### src/hw/rtl/whtmf_pkg.sv
`default_nettype none

package whtmf_pkg;

  localparam int MAX_WINDOWS_DEF = 16;

  typedef enum logic [1:0] {
    FUNC_CLEAR  = 2'd0,
    FUNC_APPEND = 2'd1,
    FUNC_CLICK  = 2'd2
  } func_t;

  // what every cell does on a clock edge
  typedef enum logic [1:0] {
    SH_HOLD,
    SH_APPEND,
    SH_ROT_FULL,
    SH_ROT_SUB
  } shift_op_t;

  typedef struct packed {
    shift_op_t op;
  } cell_ctrl_t;

  typedef struct packed {
    logic [11:0] left_x;
    logic [10:0] bottom_y;
    logic [11:0] right_x;
    logic [10:0] top_y;
  } geom_t;

  typedef struct packed {
    logic [1:0]  func;
    logic [11:0] left_x;
    logic [10:0] bottom_y;
    logic [11:0] right_x;
    logic [10:0] top_y;
    logic [11:0] point_x;
    logic [10:0] point_y;
  } req_t;

  typedef struct packed {
    logic       selected;
    logic [4:0] window_number;
  } rsp_t;

endpackage

`default_nettype wire

### src/hw/rtl/window_hit_test_move_to_front.sv
// z-ordered window stack with click hit test and move-to-front
//
// request channel (req_valid / req_ready / req) carries one command:
//   clear  - empties the stack, no response
//   append - puts a rectangle on top, numbered from 1 in load order, no
//            response; dropped when the stack is full
//   click  - finds the topmost window holding the point (edges inclusive),
//            moves it to the top and returns one response
// response channel (rsp_valid / rsp_ready / rsp) gives selected and the
// window number, or zeros on a miss.
// the stack lives in a row of cells that rotate one position per cycle
// while a click is worked on; the hit test looks only at the bottom cell.
// a click takes one scan rotation plus, on a hit, one rearranging
// rotation, each over the occupied cells.
// one request is worked on at a time; req_ready is high only when idle.
// a finished response sits in an output register, so appends and clears
// go on while it waits; a second click result waits until rsp_ready
// frees the register.
// after reset the stack is empty and no response is pending.
`default_nettype none

module window_hit_test_move_to_front #(
  parameter int MAX_WINDOWS = whtmf_pkg::MAX_WINDOWS_DEF
) (
  input  wire              clk,
  input  wire              rst,
  input  wire              req_valid,
  output logic             req_ready,
  input  whtmf_pkg::req_t  req,
  output logic             rsp_valid,
  input  wire              rsp_ready,
  output whtmf_pkg::rsp_t  rsp
);

  localparam int CW = $clog2(MAX_WINDOWS + 1);
  localparam int IW = $clog2(MAX_WINDOWS);
  localparam logic [CW-1:0] FULL = CW'(MAX_WINDOWS);

  typedef enum logic [3:0] {
    ST_IDLE = 4'b0001,
    ST_SCAN = 4'b0010,
    ST_MOVE = 4'b0100,
    ST_DONE = 4'b1000
  } state_t;

  state_t              state;
  logic [CW-1:0]       total;
  logic [IW-1:0]       step;
  logic [IW-1:0]       hit_pos;
  logic [CW-1:0]       hit_num;
  logic                found;
  logic [11:0]         pt_x;
  logic [10:0]         pt_y;
  whtmf_pkg::rsp_t     res;

  whtmf_pkg::cell_ctrl_t ctrl;
  whtmf_pkg::geom_t      bus_geom;
  logic [CW-1:0]         bus_num;
  whtmf_pkg::geom_t      cell_geom [MAX_WINDOWS];
  logic [CW-1:0]         cell_num  [MAX_WINDOWS];

  logic          req_fire;
  logic          last_step;
  logic          hit0;
  logic [CW+4:0] num_wide;

  assign req_ready = (state == ST_IDLE);
  assign req_fire  = req_valid && req_ready;

  // step reaches the topmost occupied cell
  assign last_step = ((CW'(step) + CW'(1)) == total);

  // containment test on the bottom cell only
  assign hit0 = (pt_x >= cell_geom[0].left_x) && (pt_x <= cell_geom[0].right_x) &&
                (pt_y >= cell_geom[0].bottom_y) && (pt_y <= cell_geom[0].top_y);

  assign num_wide = {5'd0, hit_num};

  // command to the cell row
  always_comb begin
    ctrl.op = whtmf_pkg::SH_HOLD;
    if (req_fire && (req.func == whtmf_pkg::FUNC_APPEND) && (total < FULL)) begin
      ctrl.op = whtmf_pkg::SH_APPEND;
    end else if (state == ST_SCAN) begin
      ctrl.op = whtmf_pkg::SH_ROT_FULL;
    end else if (state == ST_MOVE) begin
      // bring the hit to the bottom and past it to the top, then rotate the
      // rest back into place underneath it
      ctrl.op = (step <= hit_pos) ? whtmf_pkg::SH_ROT_FULL : whtmf_pkg::SH_ROT_SUB;
    end
  end

  // broadcast bus: request rectangle on append, bottom cell on rotation
  always_comb begin
    if (state == ST_IDLE) begin
      bus_geom.left_x   = req.left_x;
      bus_geom.bottom_y = req.bottom_y;
      bus_geom.right_x  = req.right_x;
      bus_geom.top_y    = req.top_y;
      bus_num           = total + CW'(1);
    end else begin
      bus_geom = cell_geom[0];
      bus_num  = cell_num[0];
    end
  end

  for (genvar i = 0; i < MAX_WINDOWS; i++) begin : g_cell
    if (i == MAX_WINDOWS - 1) begin : g_top
      whtmf_cell #(.MAX_WINDOWS(MAX_WINDOWS), .IDX(i)) u_cell (
        .clk       (clk),
        .ctrl      (ctrl),
        .total     (total),
        .next_geom (bus_geom),
        .next_num  (bus_num),
        .bus_geom  (bus_geom),
        .bus_num   (bus_num),
        .geom      (cell_geom[i]),
        .num       (cell_num[i])
      );
    end else begin : g_mid
      whtmf_cell #(.MAX_WINDOWS(MAX_WINDOWS), .IDX(i)) u_cell (
        .clk       (clk),
        .ctrl      (ctrl),
        .total     (total),
        .next_geom (cell_geom[i+1]),
        .next_num  (cell_num[i+1]),
        .bus_geom  (bus_geom),
        .bus_num   (bus_num),
        .geom      (cell_geom[i]),
        .num       (cell_num[i])
      );
    end
  end

  // sequencer
  always_ff @(posedge clk) begin
    if (rst) begin
      state     <= ST_IDLE;
      total     <= '0;
      rsp_valid <= 1'b0;
    end else begin
      // the done state reloads the output register on its own
      if (rsp_valid && rsp_ready && (state != ST_DONE)) begin
        rsp_valid <= 1'b0;
      end
      unique case (state)
        ST_IDLE: begin
          if (req_fire) begin
            if (req.func == whtmf_pkg::FUNC_CLEAR) begin
              total <= '0;
            end else if (req.func == whtmf_pkg::FUNC_APPEND) begin
              if (total < FULL) begin
                total <= total + CW'(1);
              end
            end else if (req.func == whtmf_pkg::FUNC_CLICK) begin
              pt_x  <= req.point_x;
              pt_y  <= req.point_y;
              found <= 1'b0;
              step  <= '0;
              if (total == '0) begin
                res   <= '0;
                state <= ST_DONE;
              end else begin
                state <= ST_SCAN;
              end
            end
          end
        end
        // bottom-up pass; the last hit seen is the topmost one
        ST_SCAN: begin
          if (hit0) begin
            found   <= 1'b1;
            hit_pos <= step;
            hit_num <= cell_num[0];
          end
          if (last_step) begin
            step <= '0;
            if (found || hit0) begin
              state <= ST_MOVE;
            end else begin
              res   <= '0;
              state <= ST_DONE;
            end
          end else begin
            step <= step + IW'(1);
          end
        end
        ST_MOVE: begin
          if (last_step) begin
            res.selected      <= 1'b1;
            res.window_number <= num_wide[4:0];
            state             <= ST_DONE;
          end else begin
            step <= step + IW'(1);
          end
        end
        ST_DONE: begin
          if (!rsp_valid || rsp_ready) begin
            rsp       <= res;
            rsp_valid <= 1'b1;
            state     <= ST_IDLE;
          end
        end
        default: begin
          state <= ST_IDLE;
        end
      endcase
    end
  end

endmodule

`default_nettype wire

### src/hw/rtl/whtmf_cell.sv
`default_nettype none

module whtmf_cell #(
  parameter int MAX_WINDOWS = whtmf_pkg::MAX_WINDOWS_DEF,
  parameter int IDX         = 0,
  localparam int CW = $clog2(MAX_WINDOWS + 1)
) (
  input  wire                     clk,
  input  whtmf_pkg::cell_ctrl_t   ctrl,
  input  wire  [CW-1:0]           total,
  input  whtmf_pkg::geom_t        next_geom,
  input  wire  [CW-1:0]           next_num,
  input  whtmf_pkg::geom_t        bus_geom,
  input  wire  [CW-1:0]           bus_num,
  output whtmf_pkg::geom_t        geom,
  output logic [CW-1:0]           num
);

  localparam logic [CW-1:0] POS0 = CW'(IDX);
  localparam logic [CW:0]   POS1 = (CW + 1)'(IDX + 1);
  localparam logic [CW:0]   POS2 = (CW + 1)'(IDX + 2);

  logic [CW:0] total_ext;
  assign total_ext = {1'b0, total};

  always_ff @(posedge clk) begin
    unique case (ctrl.op)
      whtmf_pkg::SH_HOLD: begin
      end
      whtmf_pkg::SH_APPEND: begin
        if (total == POS0) begin
          geom <= bus_geom;
          num  <= bus_num;
        end
      end
      // whole occupied row rotates down, bottom entry wraps to the top
      whtmf_pkg::SH_ROT_FULL: begin
        if (POS1 < total_ext) begin
          geom <= next_geom;
          num  <= next_num;
        end else if (POS1 == total_ext) begin
          geom <= bus_geom;
          num  <= bus_num;
        end
      end
      // same, but the top entry stays put
      whtmf_pkg::SH_ROT_SUB: begin
        if (POS2 < total_ext) begin
          geom <= next_geom;
          num  <= next_num;
        end else if (POS2 == total_ext) begin
          geom <= bus_geom;
          num  <= bus_num;
        end
      end
    endcase
  end

endmodule

`default_nettype wire
### config.mk
export PLATFORM = sky130hd
export DESIGN_NAME = window_hit_test_move_to_front
export DESIGN_NICKNAME = d
export VERILOG_FILES = /design/src/hw/rtl/whtmf_pkg.sv /design/src/hw/rtl/window_hit_test_move_to_front.sv /design/src/hw/rtl/whtmf_cell.sv
export SDC_FILE = /design/constraint.sdc
export NUM_CORES = 2
export LEC_CHECK = 0
export ABC_AREA = 1
export ABC_CLOCK_PERIOD_IN_PS = 10250
export BUFFER_PORTS_ARGS = -buffer_cell sky130_fd_sc_hd__buf_2
export CAP_MARGIN = 10
export CELL_PAD_IN_SITES_DETAIL_PLACEMENT = 1
export CELL_PAD_IN_SITES_GLOBAL_PLACEMENT = 2
export CORE_ASPECT_RATIO = 0.5
export CORE_MARGIN = 2
export CORE_UTILIZATION = 42
export DETAILED_ROUTE_END_ITERATION = 6
export HOLD_SLACK_MARGIN = 0.1
export PLACE_DENSITY = 0.87
export REMOVE_ABC_BUFFERS = 1
export SYNTH_ARGS = -nofsm -noshare
export SYNTH_HDL_FRONTEND = slang
export SYNTH_SLANG_ARGS = --single-unit
### constraint.sdc
create_clock -name clk -period 10.25 [get_ports clk]
set_input_delay 1.5375 -clock clk [delete_from_list [all_inputs] [get_ports clk]]
set_output_delay 1.5375 -clock clk [all_outputs]
set_load 0.02 [all_outputs]
# Word level (Yosys, flattened, before mapping)
# Index checks and enable logic that the tools add are counted.
[totals]
register_bits = 875
output_inout_bits = 8
[classes]
n_addsub = 3
magnitude_cmp = 23
n_eq_ne = 102
n_mux = 206
n_bitwise = 3
n_reduce_logical = 42
[op_table]
columns = ["cell", "count"]
rows = [
  ["two-way mux 46 bit", 66],
  ["case mux 46 bit (3 select lines)", 16],
  ["two-way mux 5 bit", 69],
  ["case mux 5 bit (3 select lines)", 16],
  ["inequality test 3 x 1 -> 1 bit, second input constant", 32],
  ["AND reduction 4 bit", 17],
  ["two-way mux 4 bit", 15],
  ["two-way mux 6 bit", 8],
  ["== test 4 x 5 -> 1 bit, first input constant", 8],
  ["== test 5 x 4 -> 1 bit, second input constant", 8],
  ["< comparator 4 x 5 -> 1 bit, first input constant", 8],
  ["inequality test 2 x 1 -> 1 bit, second input constant", 18],
  ["AND reduction 7 bit", 3],
  ["== test 3 x 5 -> 1 bit, first input constant", 4],
  ["== test 5 x 3 -> 1 bit, second input constant", 4],
  ["< comparator 3 x 5 -> 1 bit, first input constant", 4],
  ["inequality test 2 bit, second input constant", 9],
  ["case mux 6 bit (3 select lines)", 1],
  ["case mux 4 bit (4 select lines)", 1],
  ["greater-or-equal comparator 12 bit", 1],
  ["less-or-equal comparator 12 bit", 1],
  ["case mux 4 bit (3 select lines)", 1],
  ["greater-or-equal comparator 11 bit", 1],
  ["less-or-equal comparator 11 bit", 1],
  ["other kinds (35)", 67],
]

# Longest topological paths before layout
[logic_depth]
depth_word = 8
ltp_mapped = 15
depth_no_buf = 15

# By module
# Synthesis repeated with hierarchy kept, for this count alone.
[unflattened]
hier_cells = 10543
area_unflattened_um2 = 69227.6
[modules_own_cells]
columns = ["mod", "n_inst", "cells_per_inst", "area_per_inst_um2"]
rows = [
  ["whtmf_cell (g_cell[8].g_mid.u_cell)", 1, 737, 4490.6],
  ["whtmf_cell (g_cell[4].g_mid.u_cell)", 1, 683, 4362.9],
  ["whtmf_cell (g_cell[2].g_mid.u_cell)", 1, 680, 4341.7],
  ["whtmf_cell (g_cell[3].g_mid.u_cell)", 1, 693, 4291.6],
  ["window_hit_test_move_to_front", 1, 551, 4267.8],
  ["whtmf_cell (g_cell[5].g_mid.u_cell)", 1, 703, 4256.6],
  ["whtmf_cell (g_cell[10].g_mid.u_cell)", 1, 667, 4192.8],
  ["whtmf_cell (g_cell[9].g_mid.u_cell)", 1, 648, 4184.0],
  ["whtmf_cell (g_cell[0].g_mid.u_cell)", 1, 627, 4175.3],
  ["whtmf_cell (g_cell[11].g_mid.u_cell)", 1, 629, 4150.2],
  ["whtmf_cell (g_cell[1].g_mid.u_cell)", 1, 627, 4129.0],
  ["whtmf_cell (g_cell[12].g_mid.u_cell)", 1, 635, 4120.2],
  ["whtmf_cell (g_cell[7].g_mid.u_cell)", 1, 623, 4113.9],
  ["whtmf_cell (g_cell[6].g_mid.u_cell)", 1, 668, 4103.9],
  ["+3 rows", "--", "--", "--"],
]

# Worst setup path before layout
# OpenSTA, ideal clock, no wires.
[synth_timing]
kind = "in2reg"
start = "input port req_valid"
end = "register g_cell[2].g_mid.u_cell.geom[0] (netlist name) (enable)"
setup_time_ns = 0.586
arrival_ns = 7.086
required_ns = 9.664
slack_ns = 2.578
path_stages = 8
n_path_buf = 1
path_cell_list = "inv_1 nor2_1 nand2_1 inv_1 nand3_2 buf_1 a21oi_1 nor4_1"
[synth_via]
elab_chain_len = 7
[synth_lines]
columns = ["item", "line_no", "source"]
rows = [
  ["from (decl)", "window_hit_test_move_to_front.sv:27", "input wire req_valid,"],
  ["logical AND 1 bit (*)", "window_hit_test_move_to_front.sv:68", "assign req_fire = req_valid && req_ready;"],
  ["logical AND 1 bit (*) (2 in a row)", "window_hit_test_move_to_front.sv:82", "if (req_fire && (req.func == whtmf_pkg::FUNC_APPEND) && (total < FULL)) begin"],
  ["two-way mux 2 bit (*)", "window_hit_test_move_to_front.sv:82", ""],
  ["== test 2 bit / == test 2 x 1 -> 1 bit (equally long branches)", "whtmf_cell.sv:27", "unique case (ctrl.op)"],
  ["inequality test 3 x 1 -> 1 bit (no line) (tied with other cells)", "--", ""],
  ["AND reduction 4 bit (no line) (*)", "--", ""],
  ["to (signal assigned)", "whtmf_cell.sv:32", "geom <= bus_geom;"],
  ["to (signal assigned)", "whtmf_cell.sv:39", "geom <= next_geom;"],
  ["to (signal assigned)", "whtmf_cell.sv:42", "geom <= bus_geom;"],
  ["to (decl)", "whtmf_cell.sv:15", "output whtmf_pkg::geom_t geom,"],
]
# Every way passes the cells marked *; elsewhere a longest branch is shown, timed or not.
# A chain may end at the register's enable or synchronous reset.

# Final worst setup path
[layout_timing]
start = "register total[4]"
end = "register g_cell[0].g_mid.u_cell.num[4] (data pin)"
[layout_via]
elab_chain_len = 5
[layout_lines]
columns = ["item", "line_no", "source"]
rows = [
  ["from (decl)", "window_hit_test_move_to_front.sv:47", "logic [CW-1:0] total;"],
  ["from (signal assigned)", "window_hit_test_move_to_front.sv:153", "total <= total + CW'(1);"],
  ["adder 5 x 1 -> 5 bit / < comparator 5 bit (equally long branches)", "window_hit_test_move_to_front.sv:100, window_hit_test_move_to_front.sv:82", ""],
  ["two-way mux 5 bit / logical AND 1 bit (equally long branches)", "window_hit_test_move_to_front.sv:95, window_hit_test_move_to_front.sv:82", ""],
  ["two-way mux 5 bit (tied with other cells)", "whtmf_cell.sv:51", "end else if (POS2 == total_ext) begin"],
  ["two-way mux 5 bit (tied with other cells)", "whtmf_cell.sv:48", "if (POS2 < total_ext) begin"],
  ["case mux 5 bit (3 select lines) (*)", "whtmf_cell.sv:27", ""],
  ["to (signal assigned)", "whtmf_cell.sv:33", "num <= bus_num;"],
  ["to (signal assigned)", "whtmf_cell.sv:50", "num <= next_num;"],
  ["to (signal assigned)", "whtmf_cell.sv:53", "num <= bus_num;"],
  ["to (decl)", "whtmf_cell.sv:16", "output logic [CW-1:0] num"],
]
# Every way passes the cells marked *; elsewhere a longest branch is shown, timed or not. The select of a mux whose other input is x is not followed.

==> impl_metrics.json <==
{
  "core_area_um2": 118300,
  "grt_pass1_vias": 46590,
  "track_usage": 0.3205,
  "hold_viol": 0,
  "gp_congestion": 0.8432,
  "p_per_area_nw_per_um2": 395.4,
  "cts.hold.buffers_added": 0,
  "hold_class": "reg2reg",
  "cts_made_buffers": 88,
  "fp.dieH_um": 248.6,
  "io_buffers": 82,
  "period_share": 0.5919,
  "cp.required_ns": 10.65,
  "ys_seq_area_frac": 0.5209,
  "syn_avg_cell_area_um2": 9.640,
  "drt_iter0_drc": 6160,
  "leakage_nw": 17.99,
  "die_x_um": 493.2,
  "wl_um": 200300,
  "post_cts.repair.setup_buffers": 0,
  "violations": "DRC",
  "ioPinCount": 83,
  "root_buffer": "clkbuf_16",
  "synth_edf_count": 865,
  "nNetsFinal": 5096,
  "ir_drop_v": 0.0003326,
  "period_minus_slack_ns": 6.067,
  "critPathKind": "reg2reg",
  "syn_area_um2": 50250,
  "dpl.hpwl_um": 111000,
  "grt_max_degree": 203,
  "h-tree-depth": 3,
  "critical_path_arrival_ns": 6.47,
  "power_mw": 21.41,
  "synthArstFlopShare": 0,
  "clkTransAtPathRegs_ns": 0.07,
  "skew_ns": 0.03452,
  "syn2layout_area_growth_pct": 7.746,
  "max_freq_ghz": 0.1648,
  "insertion_delay_ns": 0.73,
  "yosysTopAreaCell": "edfxtp_1",
  "routedWlPerCell_um": 30.20,
  "maxCapViolations": 0,
  "max-slew-margin-rel": 0.1627,
  "cts_tree": "done",
  "final_cell_mix": "o21ai_0, edfxtp_1, nand2_1",
  "outcome": "finished, violations left",
  "startpoint_type": "flip-flop",
  "setup_viol": 0,
  "post_cts_resized": 0,
  "tightest_slew_ns": 1.251,
  "dr.pass1.iters": 7,
  "layout-drive-gt1-share": 0.09863,
  "netlist_instances": 5213,
  "dieArea_um2": 122600,
  "route.detailed.drc": 10,
  "rsz0062_at_grt": "false",
  "ant_nets": 0,
  "synthTopCellsByArea": "edfxtp_1, o21ai_0, o221ai_1",
  "fillerInstances": 13210,
  "avgViaCountPerCell": 6.998,
  "yosysWarningCount": 0,
  "num_vias": 46410,
  "fp-row-count": 89,
  "dpl_cell_area_um2": 51270,
  "cp-end-kind": "flip-flop",
  "start_util": 0.4249,
  "grt_antenna_before_repair": 3,
  "cts_buffer_depth": 3,
  "crit_fanout": 154,
  "grt.overflow.total": 0,
  "ys_ff_latch": 875,
  "grt_first_pass_wirelength_um": 302100,
  "synth.distinct_cells": 49,
  "slew_viol_final": 0,
  "synth_top_area_frac": 0.5169,
  "ys.flop_type": "edfxtp_1",
  "final_common_cell": "o21ai_0",
  "fin_area_um2": 54150,
  "setup_tns_ns": 0,
  "clock_sinks": 875
}
[stage by stage]
| step | worst slack (ns) | hold WS (ns) | std cells | util |
|---|---|---|---|---|
| after global routing | 4.130 | 0.4266 | 6631 | 0.4578 |
| after floorplan | -16.39 | 0.4003 | 4711 | - |
| after global placement | 4.550 | 0.4013 | 6468 | 0.4335 |
| after CTS | 4.399 | 0.4179 | 6630 | 0.4576 |
| after detailed placement | 4.400 | 0.4062 | 6468 | 0.4335 |
| final | 4.183 | 0.4173 | 6632 | 0.4578 |
[power breakdown]
group | internal, mW | switching (mW) | leakage (nW)
Sequential | 6.21 | 0.421 | 7.96
Combinational | 3.01 | 8.36 | 8.63
Clock | 1.85 | 1.55 | 1.40
[registers in the layout, summed over array words and instances (netlist names)]
signal	count
found	1
g_cell.g_mid.u_cell.geom	690
g_cell.g_mid.u_cell.num	75
g_cell.g_top.u_cell.geom	46
g_cell.g_top.u_cell.num	5
hit_num	5
hit_pos	4
pt_x	12
pt_y	11
res	6
rsp	6
rsp_valid	1
state	4
step	4
total	5
[critical path, cell delays in order, from the launching register on]
cell and delay, ns:
dfxtp_1 0.30, buf_4 0.24, nor2_8 0.69, buf_4 0.66, inv_2 0.27, nor2_4 0.18
buf_12 0.61, nand2_4 0.50, inv_4 0.50, buf_4 0.93, nand2_1 0.19, o211ai_1 0.13
o311ai_0 0.17
[cell families after synthesis]
group / after synthesis / share of synthesized area
compound gates: 2239 / 0.2956
fa+ha+maj: 54 / 0.01344
flops: 875 / 0.5209
xor+xnor: 4 / 0.0006973
simple gates: 1293 / 0.1035
buf+inv: 748 / 0.06590
[final timing paths]
check	startpoint	endpoint	slack, ns	cells past startpoint
min	res[4]	rsp[4]	0.42	0
max reg2reg	total[4]	g_cell[0].g_mid.u_cell.num[4]	4.18	12
max	total[4]	g_cell[0].g_mid.u_cell.num[4]	4.18	12
min reg2reg	res[4]	rsp[4]	0.42	0
[cells in the mapped netlist, drive strengths merged (54+ instances only)]
library cell	n
buf	282
clkbuf	220
edfxtp	865
ha	54
inv	244
nand2	634
nand3	59
nor2	548
o211ai	195
o21ai	1171
o221ai	584
o22ai	100
o311ai	140
[metal layers]
layer	wire length, um	share of wire	global-route usage	vias to the layer above
met5	12	0.000060	0	-
met4	7126	0.036	0.1121	2
met3	21320	0.11	0.06705	417
met2	87720	0.44	0.4838	2543
met1	84110	0.42	0.4553	23730
li1	-	-	-	19720
[area by class of cell]
cell class,instances,area [um2],share of cell area
clock inverter,57,558.0,0.01031
clock buffer,105,2287,0.04224
tap,1592,1992,0.03679
inverter,246,975.9,0.01802
antenna,1,2.502,0.00004622
sequential,875,26180,0.4834
multi-input combinational,3590,21030,0.3884
timing repair buffer,166,1124,0.02075
No activity file was read; power rests on OpenSTA's default activity.
